### config.mk
export PLATFORM = sky130hd
export DESIGN_NAME = vgss_ctrl
export DESIGN_NICKNAME = d
export VERILOG_FILES = /design/src/hdl/voxel_grain_surface_select_macros.svh /design/src/hdl/vgss_pkg.sv /design/src/hdl/vgss_ctrl.sv
export SDC_FILE = /design/constraint.sdc
export NUM_CORES = 1
export LEC_CHECK = 0
export ABC_AREA = 0
export BUFFER_PORTS_ARGS = -buffer_cell sky130_fd_sc_hd__buf_4
export CAP_MARGIN = 10
export CORE_MARGIN = 3
export CORE_UTILIZATION = 50
export DETAILED_ROUTE_END_ITERATION = 7
export GPL_ROUTABILITY_DRIVEN = 0
export GPL_TIMING_DRIVEN = 0
export PLACE_DENSITY = 0.89
export SLEW_MARGIN = 25
export SYNTH_ARGS = -nofsm -noshare
export SYNTH_HDL_FRONTEND = slang
export SYNTH_SLANG_ARGS = --single-unit
export TNS_END_PERCENT = 1
### constraint.sdc
create_clock -name clk -period 5.2 [get_ports clk]
set_input_delay 0 -clock clk [delete_from_list [all_inputs] [get_ports clk]]
set_output_delay 0 -clock clk [all_outputs]
set_load 0.02 [all_outputs]
### src/hdl/voxel_grain_surface_select_macros.svh
// assertion macros shared by the voxel grain surface select rtl
`ifndef VOXEL_GRAIN_SURFACE_SELECT_MACROS_SVH
`define VOXEL_GRAIN_SURFACE_SELECT_MACROS_SVH

`ifndef SYNTHESIS
// property that must hold at every clock edge out of reset
`define VGSS_ASSERT(lbl, clk, rst_n, prop, msg) \
  lbl: assert property (@(posedge clk) disable iff (!rst_n) (prop)) else $error(msg);
// antecedent in one cycle implies consequent in the next
`define VGSS_ASSERT_NEXT(lbl, clk, rst_n, ante, cons, msg) \
  lbl: assert property (@(posedge clk) disable iff (!rst_n) (ante) |=> (cons)) else $error(msg);
`else
`define VGSS_ASSERT(lbl, clk, rst_n, prop, msg)
`define VGSS_ASSERT_NEXT(lbl, clk, rst_n, ante, cons, msg)
`endif

`endif

### src/hdl/vgss_pkg.sv
// shared types and constants of the voxel grain surface select block
`default_nettype none

package vgss_pkg;

  // fixed field widths of the stream and register port
  localparam int POS_W   = 6;
  localparam int GID_W   = 16;
  localparam int SLOT_W  = 3;
  localparam int SIZE_W  = 7;
  localparam int NUC_W   = 16;
  localparam int COLOR_W = 18;
  localparam int EFF_W   = 9;
  localparam int PADDR_W = 5;

  // color offset for ids above the nucleus count
  localparam int GRAIN_OFFSET = 500 * 500 / 2;

  // request kinds
  typedef enum logic [1:0] {
    REQ_WR_VOXEL = 2'd0,
    REQ_WR_HIDE  = 2'd1,
    REQ_QUERY    = 2'd2,
    REQ_NONE     = 2'd3
  } req_kind_t;

  // register byte addresses
  localparam logic [PADDR_W-1:0] ADDR_SIZE_X   = 5'h00;
  localparam logic [PADDR_W-1:0] ADDR_SIZE_Y   = 5'h04;
  localparam logic [PADDR_W-1:0] ADDR_SIZE_Z   = 5'h08;
  localparam logic [PADDR_W-1:0] ADDR_NUCLEUS  = 5'h0c;
  localparam logic [PADDR_W-1:0] ADDR_SHOW     = 5'h10;

  typedef struct packed {
    logic [SIZE_W-1:0] size_x;
    logic [SIZE_W-1:0] size_y;
    logic [SIZE_W-1:0] size_z;
    logic [NUC_W-1:0]  nucleus_count;
    logic              show_grains;
  } cfg_t;

  typedef struct packed {
    req_kind_t         req_type;
    logic [POS_W-1:0]  pos_x;
    logic [POS_W-1:0]  pos_y;
    logic [POS_W-1:0]  pos_z;
    logic [GID_W-1:0]  grain_id;
    logic [SLOT_W-1:0] slot;
    logic              slot_valid;
  } item_t;

  typedef struct packed {
    logic               draw;
    logic [COLOR_W-1:0] color_index;
  } res_t;

  typedef struct packed {
    logic              en;
    logic [SLOT_W-1:0] slot;
    logic              used;
  } hide_wr_t;

endpackage

`default_nettype wire

### src/hdl/vgss_ctrl.sv
// query sequencer: voxel writes, center read, neighbor scan, result
`default_nettype none

module vgss_ctrl #(
  parameter int MAX_DIM = 64,
  parameter int IDW     = 16,
  parameter int AW      = 6
) (
  input  wire logic              clk,
  input  wire logic              rst_n,
  input  wire logic              item_acc,
  input  wire vgss_pkg::item_t   item,
  input  wire vgss_pkg::cfg_t    cfg,
  output logic                   item_ready,
  output logic                   ram_en,
  output logic                   ram_we,
  output logic [3*AW-1:0]        ram_addr,
  output logic [IDW-1:0]         ram_wdata,
  input  wire logic [IDW-1:0]    ram_rdata,
  input  wire logic              hide_hit,
  output logic                   res_valid,
  output vgss_pkg::res_t         res,
  input  wire logic              res_ready
);
  import vgss_pkg::*;

  localparam int NW = (IDW > NUC_W) ? IDW : NUC_W;
  localparam int SW = (IDW > COLOR_W) ? IDW : COLOR_W;

  typedef enum logic [1:0] {
    ST_IDLE,
    ST_CENTER,
    ST_SCAN,
    ST_DONE
  } state_t;

  state_t           state_r;
  logic [AW-1:0]    x_r, y_r, z_r;
  logic             in_grid_r, face_r, vis_r, iss_r, pend_r;
  logic [1:0]       dx_r, dy_r, dz_r;
  logic [IDW-1:0]   id_r;

  logic [EFF_W-1:0] eff_x, eff_y, eff_z, px, py, pz;
  logic             in_grid, face, in_store;
  logic [AW:0]      nx, ny, nz;
  logic             is_grain;
  logic [SW-1:0]    id_ext, id_sum;

  // sizes above the store extent act as the extent
  assign eff_x = (EFF_W'(cfg.size_x) > EFF_W'(MAX_DIM)) ? EFF_W'(MAX_DIM) : EFF_W'(cfg.size_x);
  assign eff_y = (EFF_W'(cfg.size_y) > EFF_W'(MAX_DIM)) ? EFF_W'(MAX_DIM) : EFF_W'(cfg.size_y);
  assign eff_z = (EFF_W'(cfg.size_z) > EFF_W'(MAX_DIM)) ? EFF_W'(MAX_DIM) : EFF_W'(cfg.size_z);
  assign px = EFF_W'(item.pos_x);
  assign py = EFF_W'(item.pos_y);
  assign pz = EFF_W'(item.pos_z);

  assign in_grid  = (px < eff_x) && (py < eff_y) && (pz < eff_z);
  assign face     = (px == '0) || (py == '0) || (pz == '0) ||
                    (px == eff_x - 1'b1) || (py == eff_y - 1'b1) || (pz == eff_z - 1'b1);
  assign in_store = (px < EFF_W'(MAX_DIM)) && (py < EFF_W'(MAX_DIM)) &&
                    (pz < EFF_W'(MAX_DIM));

  // neighbor coordinate, offsets 0..2 stand for -1..+1
  assign nx = (AW+1)'(x_r) + (AW+1)'(dx_r) - 1'b1;
  assign ny = (AW+1)'(y_r) + (AW+1)'(dy_r) - 1'b1;
  assign nz = (AW+1)'(z_r) + (AW+1)'(dz_r) - 1'b1;

  assign item_ready = (state_r == ST_IDLE);

  // ram port: writes and center reads at accept, neighbor reads while scanning
  always_comb begin
    ram_en    = 1'b0;
    ram_we    = 1'b0;
    ram_addr  = {AW'(item.pos_x), AW'(item.pos_y), AW'(item.pos_z)};
    ram_wdata = IDW'(item.grain_id);
    if (item_acc && (item.req_type == REQ_WR_VOXEL) && in_store) begin
      ram_en = 1'b1;
      ram_we = 1'b1;
    end else if (item_acc && (item.req_type == REQ_QUERY)) begin
      ram_en = 1'b1;
    end else if ((state_r == ST_SCAN) && iss_r) begin
      ram_en   = 1'b1;
      ram_addr = {nx[AW-1:0], ny[AW-1:0], nz[AW-1:0]};
    end
  end

  // sequencer and its registers
  always_ff @(posedge clk) begin
    if (!rst_n) begin
      state_r <= ST_IDLE;
      iss_r   <= 1'b0;
      pend_r  <= 1'b0;
      vis_r   <= 1'b0;
    end else begin
      unique case (state_r)
        ST_IDLE: begin
          if (item_acc && (item.req_type == REQ_QUERY)) begin
            x_r       <= AW'(item.pos_x);
            y_r       <= AW'(item.pos_y);
            z_r       <= AW'(item.pos_z);
            in_grid_r <= in_grid;
            face_r    <= face;
            state_r   <= ST_CENTER;
          end
        end
        ST_CENTER: begin
          id_r <= ram_rdata;
          if (!in_grid_r || hide_hit) begin
            vis_r   <= 1'b0;
            state_r <= ST_DONE;
          end else if (face_r) begin
            vis_r   <= 1'b1;
            state_r <= ST_DONE;
          end else begin
            iss_r   <= 1'b1;
            pend_r  <= 1'b0;
            dx_r    <= '0;
            dy_r    <= '0;
            dz_r    <= '0;
            state_r <= ST_SCAN;
          end
        end
        ST_SCAN: begin
          pend_r <= iss_r;
          // a differing neighbor ends the scan early
          if (pend_r && (ram_rdata != id_r)) begin
            vis_r   <= 1'b1;
            iss_r   <= 1'b0;
            state_r <= ST_DONE;
          end else if (!iss_r) begin
            vis_r   <= 1'b0;
            state_r <= ST_DONE;
          end else begin
            // step through the 3x3x3 block, z fastest
            if (dz_r == 2'd2) begin
              dz_r <= '0;
              if (dy_r == 2'd2) begin
                dy_r <= '0;
                if (dx_r == 2'd2) begin
                  iss_r <= 1'b0;
                end else begin
                  dx_r <= dx_r + 1'b1;
                end
              end else begin
                dy_r <= dy_r + 1'b1;
              end
            end else begin
              dz_r <= dz_r + 1'b1;
            end
          end
        end
        ST_DONE: begin
          if (res_ready) begin
            state_r <= ST_IDLE;
          end
        end
        default: state_r <= ST_IDLE;
      endcase
    end
  end

  // grain test and color index
  assign is_grain = NW'(id_r) <= NW'(cfg.nucleus_count);
  assign id_ext   = SW'(id_r);
  assign id_sum   = id_ext + SW'(GRAIN_OFFSET);

  always_comb begin
    res_valid       = (state_r == ST_DONE);
    res.draw        = vis_r && (!is_grain || cfg.show_grains);
    res.color_index = '0;
    if (res.draw) begin
      res.color_index = is_grain ? id_ext[COLOR_W-1:0] : id_sum[COLOR_W-1:0];
    end
  end

endmodule

`default_nettype wire

==> results_dict.tcl <==
set metrics [dict create \
    outcome "finished, final reports clean" \
    maxClockFrequency_mhz 330 \
    htreeDepth 2 \
    slowest_stage "nor4_4" \
    drive_gt1_share_pct 22.8 \
    synth_cells 578 \
    yosys_warnings 0 \
    path_delay_family "simple AND/OR/NAND/NOR gates" \
    required_ps 5200 \
    grt_antenna_before_repair 0 \
    routed-via-count 4974 \
    arrival_ps 3030 \
    routed_wl_mm 13.7 \
    layout_common_cells "149 x buf_4, 68 x inv_1, 63 x ha_1, 42 x edfxtp_1, 36 x nand2_1" \
    hold_violations 0 \
    hold_slack_ps 72.5 \
    rsz0062_at_grt "false" \
    critical_path.startpoint_type "flip-flop" \
    postSynthAreaPerCell_um2 8.65 \
    port_buffers 133 \
    final_core_util_pct 69.7 \
    clock_skew_ps 12.0 \
    drc 0 \
    clk_pin_slew_ps 80 \
    grt_pass1_vias 4946 \
    syn_to_final_growth_pct 31.9 \
    clkPwrFrac_pct 14.2 \
    yosys_most_used_dff "edfxtp_1" \
    syn_nets 743 \
    die_h_um 106 \
    cts_resized 0 \
    num_rows 35 \
    cts_tree "done" \
    drt-pass1-iter-count 5 \
    grt-ovfl-total 0 \
    holdCritPathClass "input pin to flip-flop" \
    clock-root-buffer "clkbuf_8" \
    ys_seq_elements 47 \
    ys_seq_area_share_pct 27.2 \
    tightest_slew_ps 692 \
    core_region_area_um2 9460 \
    drv_slew 0 \
    path_class "flip-flop to primary output" \
    cts.sinks 47 \
    powerDensity_nw_per_um2 224 \
    pwr-share-comb_pct 51.3 \
    end_kind "primary output" \
    p_seq_share_pct 34.5 \
    path_buf_inv 2 \
    n_fill_cell 722 \
    period_share_pct 58.3 \
    vias_per_cell 5.63 \
    p_sw_share_pct 39.7 \
    drt_iter0_markers 222 \
    max_stage_delay_ps 650 \
    syn-cell-area_um2 5000 \
    tns_ps 0 \
    final-seq-area_um2 1360 \
    synth-edff-count 42 \
    ios 156 \
    grt_max_degree 17 \
    synth_cell_types 67 \
    p_switching_w 0.000587 \
    cap_violations 0 \
    ir_drop_v 0.000114 \
    cp_cell_sequence "ha_1 > nand4_1 > nor4_4 > clkbuf_1 > o211ai_1 > a21oi_1 > buf_4" \
    final_common_cell "buf_4" \
    internal_power_w 0.000889 \
    clock_path_buffers 2 \
    grt_pass1_wl_mm 22.2 \
    p_leak_nw 2.94 \
    synthArstFlopShare_pct 0 \
    die_w_um 106 \
    grt_usage_pct 23.8 \
    clk_latency_ps 300 \
    multi_input_area_um2 3190 \
    initial_core_util_pct 52.8 \
    nets 918 \
    cts_made_buffers 5 \
    die-area_um2 11200 \
    postCtsSetupBuffers 0 \
    cp_max_fo 10 \
    period_needed_ps 3030 \
    maxSlewHeadroom_pct 53.8 \
    final_antenna_net_count 0 \
    setup_viol 0 \
    antenna_cells 0 \
    wl_per_cell_um 15.5 \
    detailed_place_hpwl_mm 10.9 \
]
## area by class of cell
class	instances	area share [%]
well taps	129	2.45
multi-input cells	429	48.3
clock inverters	2	0.114
repair buffers	168	20.5
flip-flops and latches	47	20.6
plain buffers	34	3.02
inverters	68	3.87
clock buffers	6	1.10
## metrics by stage
step / total power (W) / worst slack [ps] / std cells / instance area [um^2]
floorplan: 0.000980 / 2720 / 578 / 5000
global placement: 0.00120 / 2620 / 840 / 6160
detailed placement: 0.00124 / 2520 / 841 / 6170
CTS: 0.00148 / 2220 / 883 / 6590
global route: 0.00158 / 1980 / 883 / 6590
finish: 0.00148 / 2170 / 883 / 6590
## registers in the layout, summed over array words and instances, names as in the netlist
register / flops
iss_r: 1
in_grid_r: 1
dy_r: 2
z_r: 6
dz_r: 2
pend_r: 1
x_r: 6
face_r: 1
dx_r: 2
state_r: 2
id_r: 16
y_r: 6
vis_r: 1
## power by group through the flow
stage	clock network [W]	registers [W]	logic, W
after CTS	0.000216	0.000508	0.000752
after global routing	0.000231	0.000516	0.000832
after global placement	0	0.000513	0.000689
final	0.000210	0.000509	0.000757
after floorplan	0	0.000503	0.000477
after detailed placement	0	0.000517	0.000726
## worst paths after layout
check | startpoint | end | slack, ps | cells after the start
worst max-delay path | id_r[13] | res[9] | 2170 | 7
worst max register to register | id_r[7] | dx_r[0] | 2510 | 7
worst min register to register | state_r[1] | state_r[1] | 530 | 2
worst min-delay path | rst_n | vis_r | 70 | 3
## cell usage after synthesis, types with 7 or more instances
| master | instances | area (um^2) |
|---|---|---|
| inv_1 | 68 | 255 |
| ha_1 | 63 | 788 |
| edfxtp_1 | 42 | 1260 |
| nand2_1 | 36 | 135 |
| a21oi_1 | 32 | 160 |
| xnor2_1 | 30 | 263 |
| nor2_1 | 29 | 109 |
| nand2b_1 | 26 | 163 |
| o21ai_0 | 25 | 125 |
| buf_4 | 16 | 120 |
| nand3_1 | 16 | 80.1 |
| nor2b_1 | 15 | 93.8 |
| clkbuf_1 | 14 | 52.6 |
| xor2_1 | 13 | 114 |
| o21ai_1 | 11 | 55.1 |
| nor3_1 | 10 | 50.1 |
| o211ai_1 | 10 | 75.1 |
| nand4_1 | 9 | 56.3 |
| a211o_1 | 8 | 70.1 |
| o21a_1 | 8 | 60.1 |
| a21o_1 | 7 | 52.6 |
| or3_1 | 7 | 43.8 |
## cell families after synthesis
| kind of cell | Yosys count | share of synthesized area, % |
|---|---|---|
| fa+ha+maj | 66 | 17.0 |
| mux | 5 | 1.10 |
| xor+xnor | 44 | 7.86 |
| compound gates | 135 | 18.0 |
| buf+inv | 102 | 9.09 |
| simple gates | 179 | 19.7 |
| flops | 47 | 27.2 |
## routing by layer
metal / GRT usage (%) / part of all wire [%] / up-vias / wire (um)
met3: 3.16 / 7.8 / 34 / 1070
li1: - / - / 2391 / -
met1: 27.5 / 38 / 2277 / 5170
met5: 0 / 0 / - / 0
met4: 9.16 / 3.1 / 0 / 425
met2: 44.5 / 51 / 272 / 6990
## tightest hold or removal path, delay by kind of cell
family,cells,cell delay (ps)
buffers and inverters,1,180
and+or+nand+nor,1,100
AOI/OAI and AO/OA,1,40
## what timing repair did
item                                   in CTS  in global routing
endpoints found under the hold margin      34                  0
hold buffers                               34                  0
setup endpoints to repair                   0                  0
No activity file was read; power rests on OpenSTA's default activity.
