===== config.mk =====
export PLATFORM = sky130hd
export DESIGN_NAME = vgss_hide
export DESIGN_NICKNAME = d
export VERILOG_FILES = /design/src/hdl/voxel_grain_surface_select_macros.svh /design/src/hdl/vgss_pkg.sv /design/src/hdl/vgss_hide.sv
export SDC_FILE = /design/constraint.sdc
export NUM_CORES = 1
export LEC_CHECK = 0
export BUFFER_PORTS_ARGS = -buffer_cell sky130_fd_sc_hd__buf_2
export CORE_MARGIN = 5
export CORE_UTILIZATION = 54
export CTS_CLUSTER_DIAMETER = 50
export DETAILED_ROUTE_END_ITERATION = 8
export GPL_TIMING_DRIVEN = 0
export PLACE_DENSITY = 0.75
export SLEW_MARGIN = 40
export SYNTH_ARGS = -nofsm -noshare
export SYNTH_HDL_FRONTEND = slang
export SYNTH_SLANG_ARGS = --single-unit

===== constraint.sdc =====
create_clock -name clk -period 2.11 [get_ports clk]
set_input_delay 0.1055 -clock clk [delete_from_list [all_inputs] [get_ports clk]]
set_output_delay 0.1055 -clock clk [all_outputs]
set_load 0.01 [all_outputs]

===== src/hdl/voxel_grain_surface_select_macros.svh =====
// assertion macros shared by the voxel grain surface select rtl
`ifndef VOXEL_GRAIN_SURFACE_SELECT_MACROS_SVH
`define VOXEL_GRAIN_SURFACE_SELECT_MACROS_SVH

`ifndef SYNTHESIS
// property that must hold at every clock edge out of reset
`define VGSS_ASSERT(lbl, clk, rst_n, prop, msg) \
  lbl: assert property (@(posedge clk) disable iff (!rst_n) (prop)) else $error(msg);
// antecedent in one cycle implies consequent in the next
`define VGSS_ASSERT_NEXT(lbl, clk, rst_n, ante, cons, msg) \
  lbl: assert property (@(posedge clk) disable iff (!rst_n) (ante) |=> (cons)) else $error(msg);
`else
`define VGSS_ASSERT(lbl, clk, rst_n, prop, msg)
`define VGSS_ASSERT_NEXT(lbl, clk, rst_n, ante, cons, msg)
`endif

`endif


===== src/hdl/vgss_pkg.sv =====
// shared types and constants of the voxel grain surface select block
`default_nettype none

package vgss_pkg;

  // fixed field widths of the stream and register port
  localparam int POS_W   = 6;
  localparam int GID_W   = 16;
  localparam int SLOT_W  = 3;
  localparam int SIZE_W  = 7;
  localparam int NUC_W   = 16;
  localparam int COLOR_W = 18;
  localparam int EFF_W   = 9;
  localparam int PADDR_W = 5;

  // color offset for ids above the nucleus count
  localparam int GRAIN_OFFSET = 500 * 500 / 2;

  // request kinds
  typedef enum logic [1:0] {
    REQ_WR_VOXEL = 2'd0,
    REQ_WR_HIDE  = 2'd1,
    REQ_QUERY    = 2'd2,
    REQ_NONE     = 2'd3
  } req_kind_t;

  // register byte addresses
  localparam logic [PADDR_W-1:0] ADDR_SIZE_X   = 5'h00;
  localparam logic [PADDR_W-1:0] ADDR_SIZE_Y   = 5'h04;
  localparam logic [PADDR_W-1:0] ADDR_SIZE_Z   = 5'h08;
  localparam logic [PADDR_W-1:0] ADDR_NUCLEUS  = 5'h0c;
  localparam logic [PADDR_W-1:0] ADDR_SHOW     = 5'h10;

  typedef struct packed {
    logic [SIZE_W-1:0] size_x;
    logic [SIZE_W-1:0] size_y;
    logic [SIZE_W-1:0] size_z;
    logic [NUC_W-1:0]  nucleus_count;
    logic              show_grains;
  } cfg_t;

  typedef struct packed {
    req_kind_t         req_type;
    logic [POS_W-1:0]  pos_x;
    logic [POS_W-1:0]  pos_y;
    logic [POS_W-1:0]  pos_z;
    logic [GID_W-1:0]  grain_id;
    logic [SLOT_W-1:0] slot;
    logic              slot_valid;
  } item_t;

  typedef struct packed {
    logic               draw;
    logic [COLOR_W-1:0] color_index;
  } res_t;

  typedef struct packed {
    logic              en;
    logic [SLOT_W-1:0] slot;
    logic              used;
  } hide_wr_t;

endpackage

`default_nettype wire


===== src/hdl/vgss_hide.sv =====
// hidden id table with parallel match
`default_nettype none

module vgss_hide #(
  parameter int SLOTS = 8,
  parameter int IDW   = 16
) (
  input  wire logic              clk,
  input  wire logic              rst_n,
  input  wire vgss_pkg::hide_wr_t wr,
  input  wire logic [IDW-1:0]    wr_id,
  input  wire logic [IDW-1:0]    match_id,
  output logic                   hit
);
  import vgss_pkg::*;

  localparam int SW  = (SLOTS > 1) ? $clog2(SLOTS) : 1;
  localparam int CMP = SLOT_W + 4;

  logic [IDW-1:0] ids_r [SLOTS];
  logic [SLOTS-1:0] used_r;
  logic             in_range;
  logic [SW-1:0]    wr_idx;

  assign in_range = CMP'(wr.slot) < CMP'(SLOTS);
  assign wr_idx   = SW'(wr.slot);

  // used bits reset clear, ids need no reset
  always_ff @(posedge clk) begin
    if (!rst_n) begin
      used_r <= '0;
    end else if (wr.en && in_range) begin
      used_r[wr_idx] <= wr.used;
    end
  end

  always_ff @(posedge clk) begin
    if (wr.en && in_range) begin
      ids_r[wr_idx] <= wr_id;
    end
  end

  // any used slot holding the id
  always_comb begin
    hit = 1'b0;
    for (int i = 0; i < SLOTS; i++) begin
      if (used_r[i] && (ids_r[i] == match_id)) begin
        hit = 1'b1;
      end
    end
  end

endmodule

`default_nettype wire


==> flow_summary_export.csv, run 1 <==
group,metric,value,unit
finish,fraction_of_layout_cells_with_a_size_suffix_above_1,0.242,
placed_design,dpl_cell_area,6210,um^2
global_routing,largest_net_degree_at_the_start_of_global_routing,18,
setup_path,cp-startpoint,"ids_r[5][10]",
global_routing,track_usage,0.218,
setup_path,cp_cell_sequence,"xor2_2 > nor4_4 > nand4_1 > o22ai_2 > or4_4 > buf_6",
finish,diodes,0,
setup_path,reg2reg_slack,0.80,ns
clocking,cts_tree,"built",
clocking,number_of_buffers_created_by_cts,17,
timing,slew_headroom,0.585,
timing,clock.fmax,0.423,GHz
route,detail_route.wl_per_cell,23.1,um
timing,worst_pin_slew,0.621,ns
timing,hold_ws,0.0159,ns
logic_synthesis,yosysWarningCount,0,
placed_design,pre_cts_slack,0.129,ns
global_routing,grt_remaining_overflow,0,
logic_synthesis,synth_area,5810,um^2
placed_design,io_buffer_count,22,
job,max-cap-violations,0,
floorplan,die_h,114,um
floorplan,std_cell_rows,37,
power,power_density,906,nW/um^2
finish,area_growth_syn_to_fin,24.3,%
finish,layout_commonest_cell,"sky130_fd_sc_hd__edfxtp_1",
worst_hold_path,timing.hold.worst.class,"in2reg",
route,vias,3275,
global_routing,grt_pass1_wl,20000,um
logic_synthesis,synth.avg_cell_area,15.7,um^2
setup_path,crit_end,"hit",
setup_path,criticalPathCategory,"reg2out",
logic_synthesis,synthDistinctLibCells,19,
clocking,clock_insertion_delay_worst_skew,0.52,ns
finish,fin_area,7220,um^2
floorplan,initial_standard_cell_utilization_of_the_core,0.558,
clocking,clock_tree.htree_level_count,4,
logic_synthesis,synth_largest_area_cell,"sky130_fd_sc_hd__edfxtp_1",
floorplan,floorplan.die.width,114,um
route,remaining_drc_errors,0,
clocking,path_clk_slew,0.06,ns
setup_path,slowest_stage,"sky130_fd_sc_hd__or4_4",
run_status,failed_checks,"negative setup slack",
timing,layout_setup_ws,-0.256,ns
logic_synthesis,seq_area_frac_synth,0.689,
clocking,cts-root-to-sink-buffers,2,
logic_synthesis,count_of_state_elements_after_synthesis,136,
timing,slew_violations,0,
route,vias_per_cell,5.59,
global_routing,grt_pass1_vias,3438,
clocking,ctsRootBufferMaster,"sky130_fd_sc_hd__clkbuf_8",
route,drt_wirelength,13500,um
logic_synthesis,synth_fp_nets,408,
finish,nets,477,
route,ant_nets,0,
logic_synthesis,synth_largest_type_area_fraction,0.662,
floorplan,design.portCount,40,
timing,final_setup_violations,1,
power,vdd_ir_drop_max,617,uV
finish,final_core_utilization,0.693,
setup_path,startpoint_type,"register",
timing,post-route-min-period,2.37,ns
run_status,outcome,"complete, but fails checks",
timing,hold_violations,0,
timing,clock-skew-final,0,ns
setup_path,critical_path.endpoint_type,"output port",
placed_design,place.detailed.hpwl,8650,um
setup_path,worstRegToRegCells,3,
setup_path,slowest_delay,0.53,ns
setup_path,critPathMaxFanout,1,
timing,fin_crit_sh,1.12,
power,cellLeakagePower,2.46,nW
logic_synthesis,postSynthCellCount,369,
logic_synthesis,post_synth_main_area_contributors,"sky130_fd_sc_hd__edfxtp_1 (66%), sky130_fd_sc_hd__xor2_1 (18%), sky130_fd_sc_hd__buf_6 (3.1%)",
setup_path,worst_ep_arrival_time,2.26,ns
timing,rsz0062_at_grt,"yes",
setup_path,worst_r2r_startpoint,"used_r[5]",
floorplan,fp.coreArea,10400,um^2
clocking,clkSinkCount,136,
floorplan,dieArea,12900,um^2
setup_path,critical_path_required,2.00,ns
global_routing,antenna_found_initial,0,
clocking,post_cts_buffers,0,
setup_path,regToRegEndpoint,"used_r[5]",
route,drt_first_iter_violations,294,
route,drt-pass1-iter-count,5,
placed_design,gp_congestion,0.901,
finish,commonest_cells_after_routing_fill_and_taps_aside,"sky130_fd_sc_hd__edfxtp_1 (128), sky130_fd_sc_hd__xor2_1 (107), sky130_fd_sc_hd__buf_2 (23)",
## through the flow
stage / setup TNS (ns) / total power [W] / cells
CTS: -0.148 / 0.00653 / 586
global placement: -29.62 / 0.00350 / 527
floorplan: 0 / 0.00337 / 369
global route: -0.287 / 0.00674 / 586
finish: -0.256 / 0.00654 / 586
detailed placement: 0 / 0.00353 / 534
## how the worst min path moves through the flow
stage / startpoint / end / cells after the start / slack (ns)
6_report: wr[2] / ids_r[0][11] / 2 / 0.02
5_1_grt: wr[2] / ids_r[0][11] / 2 / 0.01
3_3_place_gp: wr_id[12] / ids_r[5][12] / 1 / 0.40
3_5_place_dp: wr_id[12] / ids_r[5][12] / 1 / 0.40
4_1_cts: wr[2] / ids_r[0][11] / 2 / 0.005
2_1_floorplan: wr_id[0] / ids_r[0][0] / 0 / 0.20
## power breakdown
part	internal (W)	switching [W]
logic	0.000187	0.000285
clock network	0.00190	0.00109
registers	0.00304	0.0000379
total	0.00513	0.00141
## synthesized netlist by cell type
| cell | count |
|---|---|
| sky130_fd_sc_hd__nand2b_1 | 3 |
| sky130_fd_sc_hd__clkbuf_1 | 1 |
| sky130_fd_sc_hd__xnor2_1 | 8 |
| sky130_fd_sc_hd__nor2b_1 | 2 |
| sky130_fd_sc_hd__nor2_1 | 6 |
| sky130_fd_sc_hd__edfxtp_1 | 128 |
| sky130_fd_sc_hd__nor3_1 | 10 |
| sky130_fd_sc_hd__xor2_2 | 1 |
| sky130_fd_sc_hd__o21ai_0 | 6 |
| sky130_fd_sc_hd__dfxtp_1 | 8 |
| sky130_fd_sc_hd__or4_1 | 1 |
| sky130_fd_sc_hd__mux2i_1 | 2 |
| sky130_fd_sc_hd__o22ai_1 | 4 |
| sky130_fd_sc_hd__nor4_1 | 24 |
| sky130_fd_sc_hd__nand4_1 | 8 |
| sky130_fd_sc_hd__buf_6 | 16 |
| sky130_fd_sc_hd__a21boi_0 | 6 |
| sky130_fd_sc_hd__xor2_1 | 119 |
| sky130_fd_sc_hd__nand2_1 | 16 |
## layout make-up
type	count	area, um^2
clock buffer	18	418
sequential	136	4000
multi-input combinational	216	1880
clock inverter	13	180
buffer	17	184
fill	676	3200
timing repair buffer	50	389
tap	136	170
## kinds of logic (layout without fill, tap and decap cells)
family                    Yosys count  count (layout)  share of synthesized area
buffers and inverters              17              98                     0.0317
DFF                               136             136                      0.689
AOI/OAI and AO/OA                  16              16                     0.0172
and+or+nand+nor                    70              70                     0.0640
muxes                               2               2                    0.00345
xor gates and xnor gates          128             128                      0.194
## per-layer routing
metal  vias to the layer above  part of all wire  track usage
met5                         -                 0            0
met4                         0             0.022       0.0817
met3                        29             0.059       0.0504
met2                       137              0.52        0.362
met1                      1648              0.40        0.279
li1                       1461                 -            -
## timing repair
| action | CTS | global route |
|---|---|---|
| hold endpoints to repair | 137 | 0 |
| pin swaps | 8 | 0 |
| hold buffers | 21 | 0 |
| gates cloned | 0 | 0 |
| endpoints found under the setup margin | 1 | 1 |
| gates resized for setup | 19 | 11 |
## flip-flops by register name (all words and copies together) (netlist names)
register	flops
ids_r	128
used_r	8
## worst max-delay path, delay by kind of cell (launching register included)
| kind | cells | cell delay [ns] |
|---|---|---|
| buf+inv | 1 | 0.14 |
| compound gates | 1 | 0.10 |
| xor+xnor | 1 | 0.27 |
| flops | 1 | 0.44 |
| simple gates | 3 | 0.78 |
Note: power is estimated with default switching activity, not from simulation.
==> inputs of run 2 (changes only) <==
- CORE_ASPECT_RATIO: default -> 1.5
==> flow_summary_export.csv, run 2 (synthesis gave the netlist of run 1 again) <==
group,metric,value,unit
finish,layout_commonest_cell,"sky130_fd_sc_hd__edfxtp_1",
timing,worst_pin_slew,0.651,ns
run_status,outcome,"complete, but fails checks",
power,vdd_ir_drop_max,676,uV
clocking,cts-root-to-sink-buffers,2,
global_routing,antenna_found_initial,0,
clocking,post_cts_buffers,0,
finish,nets,467,
timing,fin_crit_sh,1.02,
floorplan,dieArea,13000,um^2
timing,final_setup_violations,1,
timing,rsz0062_at_grt,"yes",
setup_path,critPathMaxFanout,1,
finish,commonest_cells_after_routing_fill_and_taps_aside,"sky130_fd_sc_hd__edfxtp_1 (128), sky130_fd_sc_hd__xor2_1 (108), sky130_fd_sc_hd__buf_2 (24)",
setup_path,reg2reg_slack,1.39,ns
setup_path,startpoint_type,"register",
timing,clock.fmax,0.463,GHz
setup_path,worstRegToRegCells,2,
worst_hold_path,min_delay_worst_endpoint,"ids_r[4][9]",
route,ant_nets,0,
route,drt_wirelength,13100,um
clocking,cts_tree,"built",
timing,slew_headroom,0.565,
setup_path,criticalPathCategory,"reg2out",
clocking,clkSinkCount,136,
timing,hold_ws,-0.00323,ns
setup_path,critical_path_required,2.00,ns
global_routing,track_usage,0.220,
setup_path,worst_r2r_startpoint,"used_r[2]",
worst_hold_path,min-delay-start,"wr_id[9]",
timing,slew_violations,0,
placed_design,io_buffer_count,22,
floorplan,initial_standard_cell_utilization_of_the_core,0.551,
placed_design,place.detailed.hpwl,8940,um
finish,fraction_of_layout_cells_with_a_size_suffix_above_1,0.247,
timing,clock-skew-final,0,ns
power,cellLeakagePower,2.44,nW
floorplan,die_h,137,um
route,vias_per_cell,5.52,
power,power_density,921,nW/um^2
worst_hold_path,min_delay_path_depth,1,
finish,multi_input_area,1870,um^2
job,max-cap-violations,0,
global_routing,grt_pass1_vias,3397,
placed_design,gp_congestion,0.828,
route,remaining_drc_errors,0,
setup_path,worst_ep_arrival_time,2.06,ns
finish,area_growth_syn_to_fin,22.9,%
route,detail_route.wl_per_cell,22.4,um
clocking,number_of_buffers_created_by_cts,17,
setup_path,regToRegEndpoint,"used_r[2]",
route,drt_first_iter_violations,279,
floorplan,std_cell_rows,46,
setup_path,critical_path.endpoint_type,"output port",
timing,timing.setup.tns,-0.0510,ns
floorplan,design.portCount,40,
finish,largest_register_ffs,128,
timing,post-route-min-period,2.16,ns
global_routing,largest_net_degree_at_the_start_of_global_routing,18,
timing,hold_violations,5,
finish,seqCellArea,4000,um^2
clocking,ctsRootBufferMaster,"sky130_fd_sc_hd__clkbuf_16",
finish,registers.top_by_ff_count,"ids_r",
timing,layout_setup_ws,-0.0510,ns
run_status,failed_checks,"negative hold slack, negative setup slack",
finish,diodes,0,
floorplan,floorplan.die.width,94.7,um
route,drt-pass1-iter-count,5,
clocking,clock_insertion_delay_worst_skew,0.41,ns
clocking,path_clk_slew,0.06,ns
finish,num-fill-cells,740,
clocking,clock_tree.htree_level_count,4,
global_routing,grt_remaining_overflow,0,
route,vias,3227,
finish,largest_registers,"ids_r x128, used_r x8",
global_routing,grt_pass1_wl,19700,um
worst_hold_path,timing.hold.worst.class,"in2reg",
floorplan,fp.coreArea,10500,um^2
==> run 2: cell types whose count changed in the layout (fill, tap and decap cells not counted), moves of 2 or more <==
cell	previous run	this run
sky130_fd_sc_hd__clkbuf_1	2	5
sky130_fd_sc_hd__clkinv_2	2	4
sky130_fd_sc_hd__clkinvlp_4	5	1
sky130_fd_sc_hd__dlygate4sd3_1	21	10
sky130_fd_sc_hd__nor4_1	13	8
sky130_fd_sc_hd__nor4_2	8	15
sky130_fd_sc_hd__nor4_4	3	1
==> run 2: critical path, stage by stage, from the launching register on <==
cell,delay [ns]
sky130_fd_sc_hd__edfxtp_1,0.41
sky130_fd_sc_hd__xor2_2,0.22
sky130_fd_sc_hd__nor3_1,0.09
sky130_fd_sc_hd__nand4_1,0.12
sky130_fd_sc_hd__o22ai_1,0.09
sky130_fd_sc_hd__or4_1,0.54
sky130_fd_sc_hd__buf_2,0.16
==> run 2: final cells by class <==
type                            count  share of cell area
Clock buffer                       22              0.0636
Buffer                             17              0.0258
Tap cell                          144              0.0252
Timing Repair Buffer               40              0.0415
Clock inverter                     10              0.0212
Multi-Input combinational cell    216               0.262
Sequential cell                   136               0.561
==> run 2: power breakdown <==
group,switching (W),leakage [nW],internal (W)
sequential,0.0000350,1.23,0.00304
combinational,0.000282,0.914,0.000177
clock,0.00104,0.295,0.00199
total,0.00136,2.44,0.00521
==> run 2: how the worst max path moves through the flow <==
stage / from / end / slack, ns / cells past startpoint
after CTS: ids_r[6][15] / hit / -0.05 / 6
after floorplan: wr[1] / used_r[0] / 0.11 / 4
after global placement: wr[1] / used_r[0] / -1.02 / 5
final: ids_r[6][15] / hit / -0.05 / 6
after global routing: ids_r[6][13] / hit / -0.1 / 6
after detailed placement: ids_r[6][8] / hit / 0.18 / 6
==> run 2: what timing repair did <==
action / 4_1_cts / 5_1_grt
setup endpoints to repair: 1 / 1
resized for setup: 23 / 5
pin swaps: 3 / 1
hold endpoints to repair: 77 / 0
hold buffers: 10 / 0
==> run 2: per-stage QoR <==
| stage | setup slack, ns | power (W) | instance area (um^2) | utilization | std cells |
|---|---|---|---|---|---|
| floorplan | 0.108 | 0.00337 | 5810 | - | 369 |
| global placement | -1.02 | 0.00351 | 6100 | 0.579 | 535 |
| detailed placement | 0.183 | 0.00354 | 6240 | 0.592 | 543 |
| CTS | -0.0513 | 0.00658 | 7100 | 0.674 | 585 |
| global route | -0.0959 | 0.00674 | 7140 | 0.678 | 585 |
| finish | -0.0510 | 0.00657 | 7140 | 0.678 | 585 |
==> run 2: layer usage <==
metal  global-route usage  vias to the layer above  routed length [um]
li1                     -                     1445                   -
met2                0.381                      116                7060
met5                    0                        -                   0
met3               0.0473                       25                 681
met1                0.269                     1641                5010
met4               0.0819                        0                 320
